File: src/rtl/core/rce_pkg.sv
`default_nettype none

package rce_pkg;

	// Node index: client + depot_count fits in nine bits
	localparam int NODE_W = 9;
	localparam int OUT_W  = 48;

	// Item kinds
	localparam logic KIND_WRITE = 1'b0;
	localparam logic KIND_VISIT = 1'b1;

	// Read address selects for the cost table
	localparam logic [1:0] RD_VISIT = 2'd0;
	localparam logic [1:0] RD_OUT   = 2'd1;
	localparam logic [1:0] RD_BACK  = 2'd2;

	typedef struct packed {
		logic        kind;
		logic [7:0]  row;
		logic [7:0]  col;
		logic [31:0] cost_value;
		logic [7:0]  client;
		logic        visited;
		logic [7:0]  depot;
		logic        route_last;
		logic        tour_last;
	} item_t;

	typedef struct packed {
		logic [OUT_W-1:0] route_cost;
		logic [OUT_W-1:0] total_cost;
		logic             total_done;
		logic             range_error;
	} result_t;

	typedef struct packed {
		logic       wr;      // table write transaction accepted
		logic       visit;   // visit transaction accepted
		logic [1:0] rd_sel;  // table read address select
		logic       acc;     // add the leg read last cycle
		logic       emit;    // load result register, close route
	} cmd_t;

	typedef struct packed {
		logic is_write;
		logic need_leg;
		logic active_after;
		logic in_route_last;
		logic route_last_q;
	} status_t;

endpackage

`default_nettype wire

File: src/rtl/core/rce_ctrl.sv
`default_nettype none

module rce_ctrl (
	input  wire logic             clk,
	input  wire logic             arst_n,
	input  wire logic             item_valid,
	output logic                  item_ready,
	output logic                  result_valid,
	input  wire logic             result_ready,
	input  wire rce_pkg::status_t status,
	output rce_pkg::cmd_t         cmd
);

	import rce_pkg::*;

	localparam logic [2:0] S_IDLE     = 3'd0;
	localparam logic [2:0] S_VACC     = 3'd1;
	localparam logic [2:0] S_RD_OUT   = 3'd2;
	localparam logic [2:0] S_ACC_OUT  = 3'd3;
	localparam logic [2:0] S_ACC_BACK = 3'd4;
	localparam logic [2:0] S_EMIT     = 3'd5;

	logic [2:0] state_q;
	logic [2:0] state_d;
	logic       out_valid_q;
	logic       can_load;
	logic       accept;

	assign item_ready   = (state_q == S_IDLE);
	assign accept       = item_valid && item_ready;
	assign result_valid = out_valid_q;
	assign can_load     = !out_valid_q || result_ready;

	always_comb begin
		cmd     = '0;
		state_d = state_q;
		case (state_q)
			S_IDLE: begin
				cmd.rd_sel = RD_VISIT;
				if (accept) begin
					if (status.is_write) begin
						cmd.wr = 1'b1;
					end else begin
						cmd.visit = 1'b1;
						if (status.need_leg) begin
							state_d = S_VACC;
						end else if (status.in_route_last) begin
							state_d = status.active_after ? S_RD_OUT : S_EMIT;
						end
					end
				end
			end
			S_VACC: begin
				cmd.acc = 1'b1;
				state_d = status.route_last_q ? S_RD_OUT : S_IDLE;
			end
			S_RD_OUT: begin
				cmd.rd_sel = RD_OUT;
				state_d    = S_ACC_OUT;
			end
			S_ACC_OUT: begin
				cmd.acc    = 1'b1;
				cmd.rd_sel = RD_BACK;
				state_d    = S_ACC_BACK;
			end
			S_ACC_BACK: begin
				cmd.acc = 1'b1;
				state_d = S_EMIT;
			end
			S_EMIT: begin
				if (can_load) begin
					cmd.emit = 1'b1;
					state_d  = S_IDLE;
				end
			end
			default: begin
				state_d = S_IDLE;
			end
		endcase
	end

	always_ff @(posedge clk or negedge arst_n) begin
		if (!arst_n) begin
			state_q     <= S_IDLE;
			out_valid_q <= 1'b0;
		end else begin
			state_q <= state_d;
			if (cmd.emit) begin
				out_valid_q <= 1'b1;
			end else if (result_ready) begin
				out_valid_q <= 1'b0;
			end
		end
	end

	a_vacc_after_visit: assert property (@(posedge clk) disable iff (!arst_n)
		(state_q == S_VACC) |-> $past(accept && !status.is_write))
		else $error("leg accumulate without a preceding visit");

	a_back_after_out: assert property (@(posedge clk) disable iff (!arst_n)
		(state_q == S_ACC_BACK) |-> ($past(state_q) == S_ACC_OUT))
		else $error("return leg out of sequence");

	a_emit_sets_valid: assert property (@(posedge clk) disable iff (!arst_n)
		cmd.emit |=> out_valid_q)
		else $error("result not presented after emit");

	a_emit_waits: assert property (@(posedge clk) disable iff (!arst_n)
		(state_q == S_EMIT && !can_load) |=> (state_q == S_EMIT))
		else $error("left emit while result register busy");

endmodule

`default_nettype wire

File: config.mk
export PLATFORM = sky130hd
export DESIGN_NAME = rce_ctrl
export DESIGN_NICKNAME = d
export VERILOG_FILES = /design/src/rtl/core/rce_pkg.sv /design/src/rtl/core/rce_ctrl.sv
export SDC_FILE = /design/constraint.sdc
export NUM_CORES = 1
export LEC_CHECK = 0
export BUFFER_PORTS_ARGS = -buffer_cell sky130_fd_sc_hd__buf_4
export CAP_MARGIN = 15
export CORE_AREA = 4 4 41 43
export CTS_BUF_LIST = sky130_fd_sc_hd__clkbuf_16
export DETAILED_ROUTE_END_ITERATION = 8
export DIE_AREA = 0 0 45 47
export PLACE_DENSITY = 0.56
export SYNTH_ARGS = -nofsm -noshare
export SYNTH_HDL_FRONTEND = slang
export SYNTH_SLANG_ARGS = --single-unit
File: constraint.sdc
create_clock -name clk -period 1.1 [get_ports clk]
set_input_delay 0.165 -clock clk [delete_from_list [all_inputs] [get_ports clk]]
set_output_delay 0.165 -clock clk [all_outputs]
set_load 0.02 [all_outputs]
==> impl_metrics.py <==
metrics = {
    "final_layout": {
        "final_nets": 70,
        "final_area_sq_um": 674,
        "drive_above_1_share_pct": 76.3,
        "synthToLayoutAreaGrowth_pct": 145,
        "stdcell_count": 74,
        "num_antenna_cells": 0,
    },
    "sta": {
        "slew_headroom_pct": 87.8,
        "report.final.slew_viol_count": 0,
        "setup_ws_ns": -0.263,
        "finClkSkew_ns": 0.000304,
        "rsz0062_at_grt": "yes",
        "fin_crit_ns": 1.36,
        "fin_crit_sh_pct": 124,
        "setup_viol": 9,
        "worst_pin_slew_ns": 0.183,
        "max_clock_freq_ghz": 0.733,
        "hold_viol": 0,
    },
    "floorplanning": {
        "die-area_sq_um": 2120,
        "core_area_sq_um": 1300,
        "initial_core_util_pct": 21.2,
        "die_w_microns": 45,
        "die_h_microns": 47,
        "placementRows": 13,
        "ios": 17,
    },
    "clock_tree": {
        "htreeDepth": 1,
        "path_clk_slew_ns": 0.03,
        "root_buffer": "clkbuf_16",
        "cts.path.max_buffers": 2,
        "insertion_delay_ns": 0.22,
        "cts.sinks": 4,
        "tritoncts": "done",
        "cts_buffers": 3,
    },
    "worst_setup_path": {
        "startpoint": "state_q[1]$_DFFE_PN0P_",
        "critPathMaxFanout": 3,
        "critical_path_class": "reg2out",
        "worstPathRequired_ns": 0.94,
        "crit_buf_inv": 1,
        "setup.worst_path.start_class": "flip-flop",
        "slowest_stage": "dfrtp_2",
        "crit_family": "simple AND/OR/NAND/NOR gates",
        "critPathArrivalTime_ns": 1.20,
        "cp_cell_sequence": "nor3_4 -> and3_4 -> buf_6",
        "slowest_delay_ns": 0.43,
        "end_kind": "primary output",
        "r2r-start": "state_q[0]$_DFFE_PN0P_",
    },
    "outcome": {
        "outcome": "finished with violations",
        "violations": "setup timing",
    },
    "grt": {
        "met1_usage_pct": 11.5,
        "grt.busiest_layer": "met2",
        "antenna_found_initial": 0,
        "gr-total-overflow": 0,
        "grtUsageMet2_pct": 13.6,
        "grt.total_usage_pct": 9.93,
        "first_global_vias": 340,
        "grt_max_degree": 9,
        "met3_usage_pct": 5.75,
        "grt_pass1_wl_microns": 1410,
    },
    "placement": {
        "place.gp.congestion": 0.732,
        "place_area_sq_um": 504,
        "portBuffers": 16,
        "dp_hpwl_microns": 630,
        "placedCellCount": 67,
        "place_ws_ns": -0.0907,
    },
    "flow_run": {
        "drv_cap": 0,
    },
    "detailed_routing": {
        "detail-route-antenna-nets": 0,
        "drt-wirelength-per-cell_microns": 11.4,
        "drc_errors": 0,
        "num_vias": 348,
        "drt_wl_total_microns": 844,
        "drt_iter0_markers": 2,
        "dr.pass1.iters": 3,
        "avgViaCountPerCell": 4.70,
    },
    "power": {
        "peakVddDrop_mv": 1.40,
        "leakage_nw": 0.295,
        "power.density_nw_per_um2": 3280,
    },
    "yosys": {
        "ys_ff_latch": 4,
        "synthCells": 32,
        "yosysUniqueCellTypes": 20,
        "synth.avg_cell_area_sq_um": 8.60,
        "yosysWarnings": 0,
        "ys_seq_area_share_pct": 36.4,
        "synth_nets": 41,
        "syn_area_sq_um": 275,
    },
    "worst_hold_path": {
        "hp-class": "in2reg",
        "worstHoldStart": "status[3]",
    },
}
## cell families (layout without fill, tap and decap cells)
logic type / Yosys count / count (layout) / share of synthesized area (%)
muxes: 1 / 1 / 3.64
buffers and inverters: 3 / 30 / 4.54
and+or+nand+nor: 16 / 16 / 37.3
DFF: 4 / 4 / 36.4
AOI/OAI and AO/OA: 8 / 8 / 18.2
## area by class of cell
class	count	area, sq um
clock buffer	3	75.1
fill	140	627
inverter	1	6.26
multi-input combinational	25	243
sequential	4	104
tap	15	18.8
timing repair buffer	26	228
## sequential cells by signal (all words and copies together) (netlist names)
register	flops
result_valid	1
state_q	3
## through the flow
step           setup TNS (ns)  utilization [%]  total power, mW  hold WS, ns
5_1_grt                 -2.14             51.8             2.35        0.264
3_5_place_dp           -0.430             38.8             1.37      -0.0364
4_1_cts                 -1.77             49.2             2.12        0.240
3_3_place_gp           -0.296             38.8             1.37      -0.0340
6_report                -1.69             51.8             2.21        0.240
2_1_floorplan          -0.485                -            0.986       -0.131
## cell usage in the layout (no fill, tap or decap)
cell type / n
nor2_4: 1
dfrtp_2: 3
nand2_1: 1
dfrtp_1: 1
nand3b_1: 1
a22o_1: 1
nor2_1: 1
mux2i_4: 1
nor2b_1: 1
inv_4: 1
o32a_1: 1
and3_4: 1
nand4b_1: 1
buf_4: 17
nand2b_1: 1
o21ai_0: 1
and3_1: 1
nor3b_2: 2
nand2_2: 1
nand2b_2: 1
a31oi_1: 1
nor3b_4: 2
buf_6: 8
dlygate4sd3_1: 1
a21oi_1: 1
clkbuf_16: 3
a21oi_2: 2
nor3_4: 1
o21ai_2: 1
## Yosys cell counts
master / number / area (sq um)
nor3b_1: 3 / 22.5
inv_1: 1 / 3.75
dfrtp_1: 4 / 100
a22o_1: 1 / 8.76
buf_2: 1 / 5.00
clkbuf_1: 1 / 3.75
mux2i_1: 1 / 10.0
nand3b_1: 1 / 7.51
nor3b_2: 1 / 12.5
nor2_1: 2 / 7.51
nor3_1: 1 / 5.00
nand2b_1: 2 / 12.5
and3_1: 2 / 12.5
nor2b_1: 1 / 6.26
a31oi_1: 1 / 6.26
o21ai_0: 2 / 10.0
nand4b_1: 1 / 8.76
o32a_1: 1 / 10.0
nand2_1: 2 / 7.51
a21oi_1: 3 / 15.0
## path summary, 6_finish.rpt
kind | to | slack, ns | cells after the start
max | cmd[5] | -0.26 | 3
max reg2reg | state_q[2]$_DFFE_PN0P_ | -0.07 | 4
min in group asynchronous | result_valid$_DFFE_PN0P_ | 0.28 | 2
min reg2reg | result_valid$_DFFE_PN0P_ | 0.57 | 2
max in group asynchronous | state_q[0]$_DFFE_PN0P_ | 0.71 | 2
min | state_q[0]$_DFFE_PN0P_ | 0.24 | 3
## worst register-to-register path, stage by stage, from the launching register on
cell and delay (ns):
dfrtp_2 0.45, buf_6 0.15, nor3b_4 0.20, and3_1 0.18, o32a_1 0.13
## power breakdown
group | switching (mW) | internal [mW]
sequential | 0.114 | 0.232
combinational | 0.586 | 0.717
clock | 0.101 | 0.464
## metal layers
metal	vias up	share of wire, %
met2	9	51
met3	2	7.5
met5	-	0
met1	163	39
li1	174	-
met4	0	2.0
## what timing repair did
item | CTS | global route
resized for setup | 12 | 7
hold buffers | 1 | 0
pin swaps | 7 | 4
hold endpoints to repair | 4 | 0
setup endpoints to repair | 10 | 10
buffers inserted | 2 | 1
Power figures use the tool's default switching activity.
